File: src/sv/uart_trb_pkg.sv
package uart_trb_pkg;

  localparam int DEFAULT_DEPTH = 16;

  // Entries of the command queue between the front and the back.
  localparam int CQ_DEPTH = 2;
  localparam int CQ_AW    = $clog2(CQ_DEPTH);

  typedef enum logic [1:0] {
    REQ_SEND   = 2'd0,
    REQ_READ   = 2'd1,
    REQ_READY  = 2'd2,
    REQ_ARRIVE = 2'd3
  } req_t;

  typedef enum logic [1:0] {
    ST_OK         = 2'd0,
    ST_TX_FULL    = 2'd1,
    ST_RX_EMPTY   = 2'd2,
    ST_RX_OVERRUN = 2'd3
  } status_t;

  typedef struct packed {
    req_t       req;
    logic [7:0] data;
  } cmd_t;

  typedef struct packed {
    logic       line_valid;
    logic [7:0] line_byte;
    logic       read_valid;
    logic [7:0] read_byte;
    status_t    status;
  } result_t;

endpackage

File: src/sv/uart_trb_front.sv
module uart_trb_front (
  input  logic                clk,
  input  logic                rst,
  input  logic                push,
  output logic                full,
  input  logic [1:0]          req_type,
  input  logic [7:0]          data_byte,
  output uart_trb_pkg::cmd_t  cmd,
  output logic                cmd_valid,
  input  logic                q_ready
);

  logic hold_valid;
  logic accept;
  logic move;

  assign move      = hold_valid && q_ready;
  assign full      = hold_valid && !q_ready;
  assign accept    = push && !full;
  assign cmd_valid = hold_valid;

  always_ff @(posedge clk) begin
    if (rst) begin
      hold_valid <= 1'b0;
    end else if (accept) begin
      hold_valid <= 1'b1;
    end else if (move) begin
      hold_valid <= 1'b0;
    end
  end

  // Only sends and arrivals carry a byte; the others keep a clean zero.
  always_ff @(posedge clk) begin
    if (accept) begin
      cmd.req <= uart_trb_pkg::req_t'(req_type);
      if (uart_trb_pkg::req_t'(req_type) == uart_trb_pkg::REQ_SEND ||
          uart_trb_pkg::req_t'(req_type) == uart_trb_pkg::REQ_ARRIVE) begin
        cmd.data <= data_byte;
      end else begin
        cmd.data <= 8'd0;
      end
    end
  end

endmodule

File: src/sv/uart_trb_cmdq.sv
module uart_trb_cmdq (
  input  logic                clk,
  input  logic                rst,
  input  uart_trb_pkg::cmd_t  in_cmd,
  input  logic                in_valid,
  output logic                in_ready,
  output uart_trb_pkg::cmd_t  out_cmd,
  output logic                out_valid,
  input  logic                out_take
);

  localparam int AW = uart_trb_pkg::CQ_AW;

  uart_trb_pkg::cmd_t    slots [uart_trb_pkg::CQ_DEPTH];
  logic [AW-1:0]         wr_ptr;
  logic [AW-1:0]         rd_ptr;
  logic [AW:0]           count;
  logic                  wr_en;
  logic                  rd_en;

  assign in_ready  = count != (AW+1)'(uart_trb_pkg::CQ_DEPTH);
  assign out_valid = count != '0;
  assign out_cmd   = slots[rd_ptr];
  assign wr_en     = in_valid && in_ready;
  assign rd_en     = out_take && out_valid;

  always_ff @(posedge clk) begin
    if (rst) begin
      wr_ptr <= '0;
      rd_ptr <= '0;
      count  <= '0;
    end else begin
      if (wr_en) begin
        wr_ptr <= wr_ptr + 1'b1;
      end
      if (rd_en) begin
        rd_ptr <= rd_ptr + 1'b1;
      end
      if (wr_en && !rd_en) begin
        count <= count + 1'b1;
      end else if (rd_en && !wr_en) begin
        count <= count - 1'b1;
      end
    end
  end

  always_ff @(posedge clk) begin
    if (wr_en) begin
      slots[wr_ptr] <= in_cmd;
    end
  end

endmodule

File: src/sv/uart_trb_back.sv
module uart_trb_back #(
  parameter int DEPTH = uart_trb_pkg::DEFAULT_DEPTH
) (
  input  logic                   clk,
  input  logic                   rst,
  input  uart_trb_pkg::cmd_t     cmd,
  input  logic                   cmd_valid,
  output logic                   cmd_take,
  output uart_trb_pkg::result_t  res,
  output logic                   res_valid,
  input  logic                   pop
);

  localparam int PW = $clog2(DEPTH);
  localparam logic [PW-1:0] LAST = PW'(DEPTH - 1);

  typedef enum logic {S_EXEC, S_FETCH} state_t;

  state_t                 state;
  logic                   fetch_tx;
  logic [PW-1:0]          tx_rd;
  logic [PW-1:0]          tx_wr;
  logic [PW-1:0]          rx_rd;
  logic [PW-1:0]          rx_wr;
  logic                   tx_idle;

  logic [7:0]             tx_mem [DEPTH];
  logic [7:0]             rx_mem [DEPTH];
  logic [7:0]             tx_q;
  logic [7:0]             rx_q;

  logic [PW-1:0]          tx_wr_inc;
  logic [PW-1:0]          tx_rd_inc;
  logic [PW-1:0]          rx_wr_inc;
  logic [PW-1:0]          rx_rd_inc;
  logic                   tx_empty;
  logic                   tx_full;
  logic                   rx_empty;
  logic                   rx_full;
  logic                   res_free;
  logic                   tx_we;
  logic                   rx_we;
  logic                   tx_rd_adv;
  logic                   rx_rd_adv;
  logic                   fetch;
  uart_trb_pkg::result_t  res_now;
  uart_trb_pkg::result_t  res_fetch;

  assign tx_wr_inc = (tx_wr == LAST) ? '0 : tx_wr + 1'b1;
  assign tx_rd_inc = (tx_rd == LAST) ? '0 : tx_rd + 1'b1;
  assign rx_wr_inc = (rx_wr == LAST) ? '0 : rx_wr + 1'b1;
  assign rx_rd_inc = (rx_rd == LAST) ? '0 : rx_rd + 1'b1;

  assign tx_empty = tx_rd == tx_wr;
  assign tx_full  = tx_wr_inc == tx_rd;
  assign rx_empty = rx_rd == rx_wr;
  assign rx_full  = rx_wr_inc == rx_rd;

  // The result register is free when empty or when its beat leaves this cycle.
  assign res_free = !res_valid || pop;
  assign cmd_take = (state == S_EXEC) && cmd_valid && res_free;

  assign tx_we     = cmd_take && cmd.req == uart_trb_pkg::REQ_SEND && !tx_idle && !tx_full;
  assign rx_we     = cmd_take && cmd.req == uart_trb_pkg::REQ_ARRIVE && !rx_full;
  assign tx_rd_adv = cmd_take && cmd.req == uart_trb_pkg::REQ_READY && !tx_empty;
  assign rx_rd_adv = cmd_take && cmd.req == uart_trb_pkg::REQ_READ && !rx_empty;
  assign fetch     = tx_rd_adv || rx_rd_adv;

  // Results that need no ring read.
  always_comb begin
    res_now = '0;
    res_now.status = uart_trb_pkg::ST_OK;
    unique case (cmd.req)
      uart_trb_pkg::REQ_SEND: begin
        if (tx_idle) begin
          res_now.line_valid = 1'b1;
          res_now.line_byte  = cmd.data;
        end else if (tx_full) begin
          res_now.status = uart_trb_pkg::ST_TX_FULL;
        end
      end
      uart_trb_pkg::REQ_READ: begin
        if (rx_empty) begin
          res_now.status = uart_trb_pkg::ST_RX_EMPTY;
        end
      end
      uart_trb_pkg::REQ_READY: begin
      end
      uart_trb_pkg::REQ_ARRIVE: begin
        if (rx_full) begin
          res_now.status = uart_trb_pkg::ST_RX_OVERRUN;
        end
      end
      default: begin
      end
    endcase
  end

  // Result of a fetch, built from the byte that the ring read port returned.
  always_comb begin
    res_fetch            = '0;
    res_fetch.status     = uart_trb_pkg::ST_OK;
    res_fetch.line_valid = fetch_tx;
    res_fetch.line_byte  = fetch_tx ? tx_q : 8'd0;
    res_fetch.read_valid = !fetch_tx;
    res_fetch.read_byte  = fetch_tx ? 8'd0 : rx_q;
  end

  // The read port follows the read pointer, so the data is ready in the cycle after issue.
  always_ff @(posedge clk) begin
    if (tx_we) begin
      tx_mem[tx_wr] <= cmd.data;
    end
    tx_q <= tx_mem[tx_rd];
  end

  always_ff @(posedge clk) begin
    if (rx_we) begin
      rx_mem[rx_wr] <= cmd.data;
    end
    rx_q <= rx_mem[rx_rd];
  end

  always_ff @(posedge clk) begin
    if (rst) begin
      state     <= S_EXEC;
      res_valid <= 1'b0;
      tx_rd     <= '0;
      tx_wr     <= '0;
      rx_rd     <= '0;
      rx_wr     <= '0;
      tx_idle   <= 1'b0;
    end else begin
      // A beat is loaded by a direct result or at the end of a fetch.
      if (state == S_FETCH || (cmd_take && !fetch)) begin
        res_valid <= 1'b1;
      end else if (pop && res_valid) begin
        res_valid <= 1'b0;
      end
      if (tx_we) begin
        tx_wr <= tx_wr_inc;
      end
      if (rx_we) begin
        rx_wr <= rx_wr_inc;
      end
      if (tx_rd_adv) begin
        tx_rd <= tx_rd_inc;
      end
      if (rx_rd_adv) begin
        rx_rd <= rx_rd_inc;
      end
      if (cmd_take) begin
        if (cmd.req == uart_trb_pkg::REQ_SEND) begin
          tx_idle <= 1'b0;
        end else if (cmd.req == uart_trb_pkg::REQ_READY) begin
          tx_idle <= tx_empty;
        end
      end
      unique case (state)
        S_EXEC: begin
          if (cmd_take) begin
            if (fetch) begin
              state    <= S_FETCH;
              fetch_tx <= tx_rd_adv;
            end else begin
              res <= res_now;
            end
          end
        end
        S_FETCH: begin
          res   <= res_fetch;
          state <= S_EXEC;
        end
        default: begin
          state <= S_EXEC;
        end
      endcase
    end
  end

endmodule

File: src/sv/uart_tx_rx_ring_buffers_unit.sv
// Channel   Direction  Handshake               Payload
// request   in         push / full             req_type, data_byte
// result    out        pop / empty             line_valid, line_byte, read_valid,
//                                              read_byte, status
//
// Every request gives one result beat. A request passes an input register and a
// two-entry command queue, then the executing stage. Sends, arrivals and requests
// that find a ring full or empty are answered there; reads and ready events that
// fetch a byte pass a fetch state, set by the registered ring read port.
// Sustained rate: one request a cycle while results are popped; a fetch holds off
// the next. Reset is synchronous and clears pointers, the idle flag and handshake
// valid flags, not ring contents. A held result stalls every stage behind it.
module uart_tx_rx_ring_buffers_unit #(
  parameter int DEPTH = uart_trb_pkg::DEFAULT_DEPTH
) (
  input  logic       clk,
  input  logic       rst,
  input  logic       push,
  output logic       full,
  input  logic [1:0] req_type,
  input  logic [7:0] data_byte,
  output logic       empty,
  input  logic       pop,
  output logic       line_valid,
  output logic [7:0] line_byte,
  output logic       read_valid,
  output logic [7:0] read_byte,
  output logic [1:0] status
);

  uart_trb_pkg::cmd_t     front_cmd;
  logic                   front_valid;
  logic                   q_ready;
  uart_trb_pkg::cmd_t     q_cmd;
  logic                   q_valid;
  logic                   q_take;
  uart_trb_pkg::result_t  res;
  logic                   res_valid;

  uart_trb_front u_front (
    .clk       (clk),
    .rst       (rst),
    .push      (push),
    .full      (full),
    .req_type  (req_type),
    .data_byte (data_byte),
    .cmd       (front_cmd),
    .cmd_valid (front_valid),
    .q_ready   (q_ready)
  );

  uart_trb_cmdq u_cmdq (
    .clk       (clk),
    .rst       (rst),
    .in_cmd    (front_cmd),
    .in_valid  (front_valid),
    .in_ready  (q_ready),
    .out_cmd   (q_cmd),
    .out_valid (q_valid),
    .out_take  (q_take)
  );

  uart_trb_back #(
    .DEPTH (DEPTH)
  ) u_back (
    .clk       (clk),
    .rst       (rst),
    .cmd       (q_cmd),
    .cmd_valid (q_valid),
    .cmd_take  (q_take),
    .res       (res),
    .res_valid (res_valid),
    .pop       (pop)
  );

  assign empty      = !res_valid;
  assign line_valid = res.line_valid;
  assign line_byte  = res.line_byte;
  assign read_valid = res.read_valid;
  assign read_byte  = res.read_byte;
  assign status     = res.status;

endmodule

File: config.mk
export PLATFORM = sky130hd
export DESIGN_NAME = uart_tx_rx_ring_buffers_unit
export DESIGN_NICKNAME = d
export VERILOG_FILES = /design/src/sv/uart_trb_pkg.sv /design/src/sv/uart_trb_front.sv /design/src/sv/uart_trb_cmdq.sv /design/src/sv/uart_trb_back.sv /design/src/sv/uart_tx_rx_ring_buffers_unit.sv
export SDC_FILE = /design/constraint.sdc
export NUM_CORES = 1
export LEC_CHECK = 0
export ABC_AREA = 0
export BUFFER_PORTS_ARGS = -buffer_cell sky130_fd_sc_hd__buf_4
export CAP_MARGIN = 30
export CELL_PAD_IN_SITES_DETAIL_PLACEMENT = 1
export CELL_PAD_IN_SITES_GLOBAL_PLACEMENT = 1
export CORE_AREA = 3 3 165 167
export DETAILED_ROUTE_END_ITERATION = 6
export DIE_AREA = 0 0 168 170
export PLACE_DENSITY = 0.85
export SYNTH_ARGS = -nofsm -noshare
export SYNTH_HDL_FRONTEND = slang
export SYNTH_SLANG_ARGS = --single-unit
export TNS_END_PERCENT = 50
File: constraint.sdc
create_clock -name clk -period 4.25 [get_ports clk]
set_input_delay 1.0625 -clock clk [delete_from_list [all_inputs] [get_ports clk]]
set_output_delay 1.0625 -clock clk [all_outputs]
set_load 0.01 [all_outputs]
# --- After elaboration in Yosys (flattened, before gate mapping) ---
# Memories as Yosys holds them, arrays and structs flattened. A register that Yosys moved wholly into a read port is not among the register bits.
# Cells that the tools add are included.
word_totals:
  register_bits: 55
  latch_bits: 0
  mem_bits_rw: 276
  romBits: 0
  in_bits: 14
  output_inout_bits: 22
  elab_cells: 127
  memories: 3
mem_list:
  columns: ["name", "words", "word_bits", "rd", "rd_clocked_by_memory_dff", "wr", "line_no", "text"]
  rows:
  - ["u_back.rx_mem", 16, 8, 1, 1, 1, "uart_trb_back.sv:28", "logic [7:0] rx_mem [DEPTH];"]
  - ["u_back.tx_mem", 16, 8, 1, 1, 1, "uart_trb_back.sv:27", "logic [7:0] tx_mem [DEPTH];"]
  - ["u_cmdq.slots", 2, 10, 1, 1, 1, "uart_trb_cmdq.sv:14", "uart_trb_pkg::cmd_t slots [uart_trb_pkg::CQ_DEPTH];"]
classes:
  addsub: 8
  mul: 0
  n_div: 0
  n_lt_le_gt_ge: 0
  eq_ne: 15
  shift: 0
  n_mux: 35
  bitwise_logic: 2
  n_reduce_logical: 45
op_table:
  columns: ["op", "n"]
  rows:
  - ["2-to-1 mux 20 bit", 2]
  - ["case mux 20 bit (2 select lines)", 1]
  - ["logical AND 1 bit", 19]
  - ["2-to-1 mux 9 bit", 2]
  - ["2-to-1 mux 1 bit", 17]
  - ["adder 4 x 1 -> 4 bit, second input constant", 4]
  - ["equality test 4 bit", 4]
  - ["equality test 4 bit, second input constant", 4]
  - ["2-to-1 mux 4 bit", 4]
  - ["2-to-1 mux 8 bit", 2]
  - ["zero test 1 bit", 12]
  - ["2-to-1 mux 2 bit", 5]
  - ["nonzero test 2 bit", 5]
  - ["equality test 2 bit, second input constant", 3]
  - ["case mux 2 bit (3 select lines)", 1]
  - ["zero test 2 bit", 2]
  - ["logical OR 1 bit", 4]
  - ["inequality test 2 bit, second input constant", 2]
  - ["AND reduction 4 bit", 1]
  - ["AND reduction 3 bit", 1]
  - ["adder 1 bit, second input constant", 2]
  - ["adder 2 x 1 -> 2 bit, second input constant", 1]
  - ["equality test 2 x 1 -> 1 bit, second input constant", 1]
  - ["inequality test 2 x 1 -> 1 bit, second input constant", 1]
  - ["4 further kinds", 5]

# --- Longest topological paths before layout ---
logic_depth:
  word_depth: 10
  ltp_mapped: 9
  depth_no_buf: 7

# --- By module ---
# A second synthesis with hierarchy kept.
unflattened:
  hier_cells: 752
  hier_area_um2: 13917.1
modules_own_cells:
  columns: ["mod", "n_inst", "cells_per_inst", "area_each_um2"]
  rows:
  - ["uart_trb_back", 1, 673, 12563.3]
  - ["uart_trb_cmdq", 1, 55, 940.9]
  - ["uart_trb_front", 1, 23, 409.1]
  - ["uart_tx_rx_ring_buffers_unit", 1, 1, 3.8]

# --- Least setup slack after synthesis ---
# Ideal clock, no wire load.
synth_timing:
  kind: "input -> register"
  from: "input port pop"
  to: "register, netlist name u_back.res[0]"
  arrival_ps: 2929
  required_time_ps: 3846
  path_slack_ps: 917
  cell_stages: 6
  cell_sequence: "nor2b_1 -> nor3_4 -> nand4b_1 -> buf_2 -> nand3_1 -> a21oi_1"
synth_between:
  elab_chain_len: 7
  word_cells_on_any_way: 10
  cone_classes: "eq/ne: 2; reduce/logical: 8"
synth_rtl:
  columns: ["item", "line_no", "text"]
  rows:
  - ["start: declaration", "uart_tx_rx_ring_buffers_unit.sv:23", "input logic pop,"]
  - ["logical OR 1 bit *", "uart_trb_back.sv:60", "assign res_free = !res_valid || pop;"]
  - ["logical AND 1 bit *", "uart_trb_back.sv:61", "assign cmd_take = (state == S_EXEC) && cmd_valid && res_free;"]
  - ["logical AND 1 bit (on tied branches) (2 in a row)", "uart_trb_back.sv:65, uart_trb_back.sv:66", null]
  - ["logical OR 1 bit", "uart_trb_back.sv:67", "assign fetch = tx_rd_adv || rx_rd_adv;"]
  - ["inequality test 2 bit (no source line)", null, null]
  - ["AND reduction 3 bit (no source line) *", null, null]
# Mark *: on every way between the ends. The rest lies on a longest branch, timed or not.
# A chain may end at the register's enable or synchronous reset.

# --- Worst setup path after layout ---
layout_timing:
  from: "register u_back.rx_wr[0]"
  to: "memory u_back.rx_mem[1][4], enable pin"
layout_between:
  elab_chain_len: 7
  word_cells_on_any_way: 8
  cone_classes: "add/sub: 1; eq/ne: 2; mux: 3; reduce/logical: 2"
layout_rtl:
  columns: ["item", "line_no", "text"]
  rows:
  - ["start: declaration", "uart_trb_back.sv:24", "logic [PW-1:0] rx_wr;"]
  - ["start signal: assignment", "uart_trb_back.sv:144", "rx_wr <= rx_wr_inc;"]
  - ["adder 4 x 1 -> 4 bit or equality test 4 bit (tied branches)", "uart_trb_back.sv:51", "assign rx_wr_inc = (rx_wr == LAST) ? '0 : rx_wr + 1'b1;"]
  - ["2-to-1 mux 4 bit", "uart_trb_back.sv:51", null]
  - ["equality test 4 bit", "uart_trb_back.sv:57", "assign rx_full = rx_wr_inc == rx_rd;"]
  - ["zero test 1 bit", "uart_trb_back.sv:64", "assign rx_we = cmd_take && cmd.req == uart_trb_pkg::REQ_ARRIVE && !rx_full;"]
  - ["logical AND 1 bit", "uart_trb_back.sv:64", null]
  - ["2-to-1 mux 1 bit", "uart_trb_back.sv:118", "if (rx_we) begin"]
  - ["2-to-1 mux 1 bit (not written as such)", "uart_trb_back.sv:119", "rx_mem[rx_wr] <= cmd.data;"]
  - ["end: declaration", "uart_trb_back.sv:28", null]
# Parallel ways exist; a longest one is shown, timed or not.

==> results.yml <==
sta:
  finalCriticalPeriod_ns: 3.14
  rsz0062_at_grt: "no"
  max_freq_mhz: 319
  finalSetupViolations: 0
  finalHoldViolCount: 0
  fin_tns_setup_ns: 0
  clock_skew_ns: 0.0282
  relSlewSlack_pct: 33.0
  timing.final.crit_share_pct: 73.8
  max_slew.worst_pin.slew_ns: 1.00
  report.final.slew_viol_count: 0
placement:
  placed_area_um2: 14400
  io_buffers: 35
  hpwlAfterDp_um: 20100
  dp_cells: 1093
  routabilityCongestion: 0.798
clock_network:
  ctsHoldBuffers: 0
  cts_made_buffers: 36
  cts_buffer_depth: 3
  h-tree-depth: 2
  cts_setup_buffers: 0
  cts_tree: "done"
  clock_sinks: 348
  clk_pin_slew_ns: 0.06
  cts_resized: 0
  worstSkewPairLatency_ns: 0.53
  cts_root_buf: "clkbuf_16"
layout:
  finalNonFillerCells: 1158
  fillCellCount: 2228
  drive_gt1_share_pct: 22.1
  final_area_um2: 15500
  syn_to_final_growth_pct: 11.8
  multi_input_area_um2: 3590
  nets: 822
  seqCellArea_um2: 10000
  n_antenna_cell: 0
die:
  die_x_um: 168
  dieArea_um2: 28600
  design.core.area_um2: 25900
  start_util_pct: 53.6
  die_h_um: 170
  io-pin-count: 36
  rows: 59
setup_path:
  r2r_setup_slack_ns: 1.11
  crit_arrival_ns: 3.30
  path_delay_family: "compound AO/OA/AOI/OAI gates"
  crit_path_top_delay_cell: "a21boi_2"
  critPathLaunchType: "flip-flop"
  path_max_fanout: 15
  crit_chain: "ha_1 -> a21o_1 -> a21oi_1 -> xnor2_1 -> a21boi_2 -> and3_1"
  slowest_delay_ns: 0.76
  endpoint_kind: "flip-flop"
  r2r_start: "u_back.rx_wr[0]"
  crit_required_ns: 4.41
  path_buf_inv: 0
  path_class: "reg2reg"
  reg2reg_depth: 6
  r2r_end: "u_back.rx_mem[1][4]"
logic_synthesis:
  synthTopCellsByArea: "edfxtp_1 (66%), mux4_2 (10%), dfxtp_1 (5.9%)"
  synth_area_per_cell_um2: 18.3
  synthCells: 758
  ys_types: 52
  synthArstFlopShare_pct: 0
  netlist_area_um2: 13900
  yosys.area.top_type: "edfxtp_1"
  yosys_warnings: 0
  synth-edff-count: 307
  syn_nets: 784
  ys_seq_elements: 348
  synth_top_area_share_pct: 66.3
  ys.flop_type: "edfxtp_1"
  seq_area_frac_synth_pct: 72.2
outcome:
  status: "finished clean"
pwr:
  ir_worst_vdd_mv: 0.350
  netSwitchingFraction_pct: 25.2
  leakage_nw: 5.12
  p_seq_share_pct: 50.8
  p_int_mw: 6.21
  p_switching_mw: 2.10
  combinationalPowerShare_pct: 12.9
  clkPwrFrac_pct: 36.3
  p_per_area_nw_per_um2: 534
detailed_routing:
  vias_per_cell: 6.29
  wl_per_cell_um: 27.8
  vias: 7286
  routed_wl_um: 32200
  ant_nets: 0
  drc_errors: 0
  first_iter_violations: 808
  dr.pass1.iters: 5
grt:
  grt_overflow: 0
  grt_pass1_wl_um: 49200
  grt_pass1_vias: 7800
  grt_usage_pct: 23.0
  grt_max_degree: 37
  antenna_found_initial: 0
min_path:
  worstHoldEndpoint: "u_cmdq.slots[1][4]"
  holdPathStages: 0
  min_from: "u_front.cmd[4]"
  min_path_type: "reg2reg"
flow_run:
  cap_violations: 0
==> how the worst max path moves through the flow <==
stage | from | depth (start not counted) | to | slack, ns
finish | u_back.rx_wr[0] | 6 | u_back.rx_mem[1][4] | 1.11
global route | u_back.rx_wr[0] | 6 | u_back.rx_mem[1][3] | 0.88
CTS | u_back.rx_wr[0] | 6 | u_back.rx_mem[1][1] | 1.15
detailed placement | pop | 5 | u_back.rx_mem[1][3] | 0.84
global placement | pop | 5 | u_back.rx_mem[1][4] | 1.02
floorplan | pop | 6 | u_back.res[0] | 0.92
==> state kept, by name (all words and copies together) (netlist names), named ones only <==
name,flops
u_cmdq.wr_ptr,1
u_back.tx_q,8
u_front.cmd_valid,1
u_back.tx_mem,128
u_back.rx_mem,128
u_back.tx_idle,1
u_front.cmd,10
u_back.tx_rd,4
u_back.fetch_tx,1
u_cmdq.count,2
u_back.res_valid,1
u_back.rx_rd,4
u_cmdq.rd_ptr,1
u_back.tx_wr,4
u_back.rx_wr,4
u_cmdq.slots,20
u_back.res,20
u_back.state,1
u_back.rx_q,8
==> metrics by stage <==
stage / util, % / hold slack (ns) / setup slack (ns) / total power, mW
2_1_floorplan: - / 0.421 / 0.917 / 4.89
3_5_place_dp: 55.6 / 0.436 / 0.837 / 5.37
3_3_place_gp: 55.6 / 0.427 / 1.02 / 5.27
6_report: 60.0 / 0.452 / 1.11 / 8.31
5_1_grt: 60.0 / 0.474 / 0.882 / 8.60
4_1_cts: 60.0 / 0.456 / 1.15 / 8.36
==> worst reg2reg max path, cell delays in order, from the launching register on <==
cell	delay (ns)
dfxtp_1	0.56
ha_1	0.44
a21o_1	0.16
a21oi_1	0.09
xnor2_1	0.25
a21boi_2	0.76
and3_1	0.54
==> area by class of cell <==
type | instances | share of cell area (%)
sequential | 348 | 64.6
multi-input combinational | 356 | 23.1
clock buffer | 50 | 6.46
tap | 335 | 2.70
timing repair buffer | 42 | 2.03
clock inverter | 15 | 0.797
inverter | 12 | 0.290
==> cells in the mapped netlist (10+ instances only) <==
cell type,n
a211oi_1,18
nand2_1,10
nor2b_1,25
nor2_1,22
inv_1,12
and2_1,24
mux2_2,12
edfxtp_1,307
and3_1,32
buf_2,10
a21oi_1,34
ha_1,12
clkbuf_1,14
dfxtp_1,41
mux2i_1,22
mux4_2,64
==> kinds of logic (layout without fill, tap and decap cells) <==
group	count (synthesis)	in the layout	share of synthesized area [%]
mux	99	99	13.0
xor+xnor	19	19	1.31
simple gates	144	144	6.27
compound gates	82	82	4.12
buf+inv	54	119	1.95
fa+ha+maj	12	12	1.08
flops	348	348	72.2
==> per-layer routing <==
| metal | routed length (um) | GRT usage [%] | vias up |
|---|---|---|---|
| met2 | 16100 | 37.6 | 328 |
| met3 | 2210 | 4.32 | 59 |
| li1 | - | - | 3092 |
| met4 | 739 | 6.58 | 0 |
| met1 | 13100 | 32.1 | 3807 |
| met5 | 0 | 0 | - |
==> power groups by stage <==
stage	logic, mW	clock network, mW	registers (mW)
6_report	1.07	3.01	4.22
5_1_grt	1.16	3.20	4.24
4_1_cts	1.08	3.05	4.22
3_5_place_dp	1.08	0	4.29
3_3_place_gp	0.999	0	4.27
2_1_floorplan	0.636	0	4.25
==> cells in the final DEF (no fill, tap or decap), types with 3 or more instances in the layout <==
cell type / n
a211oi_1: 18
mux4_2: 64
nand4_1: 3
nor2b_1: 25
clkbuf_8: 3
clkbuf_1: 10
nand2b_1: 5
dfxtp_1: 39
inv_1: 12
and3_1: 32
xnor2_1: 9
mux2i_1: 22
edfxtp_1: 307
clkinv_1: 7
and2_1: 24
buf_4: 42
xor2_1: 9
a21oi_1: 33
o21ai_0: 9
mux2_2: 12
nand2_1: 10
nor2_1: 22
clkinv_2: 4
clkbuf_16: 37
a32o_1: 8
ha_1: 12
nand3_1: 5
(Power assumes the default switching activity.)
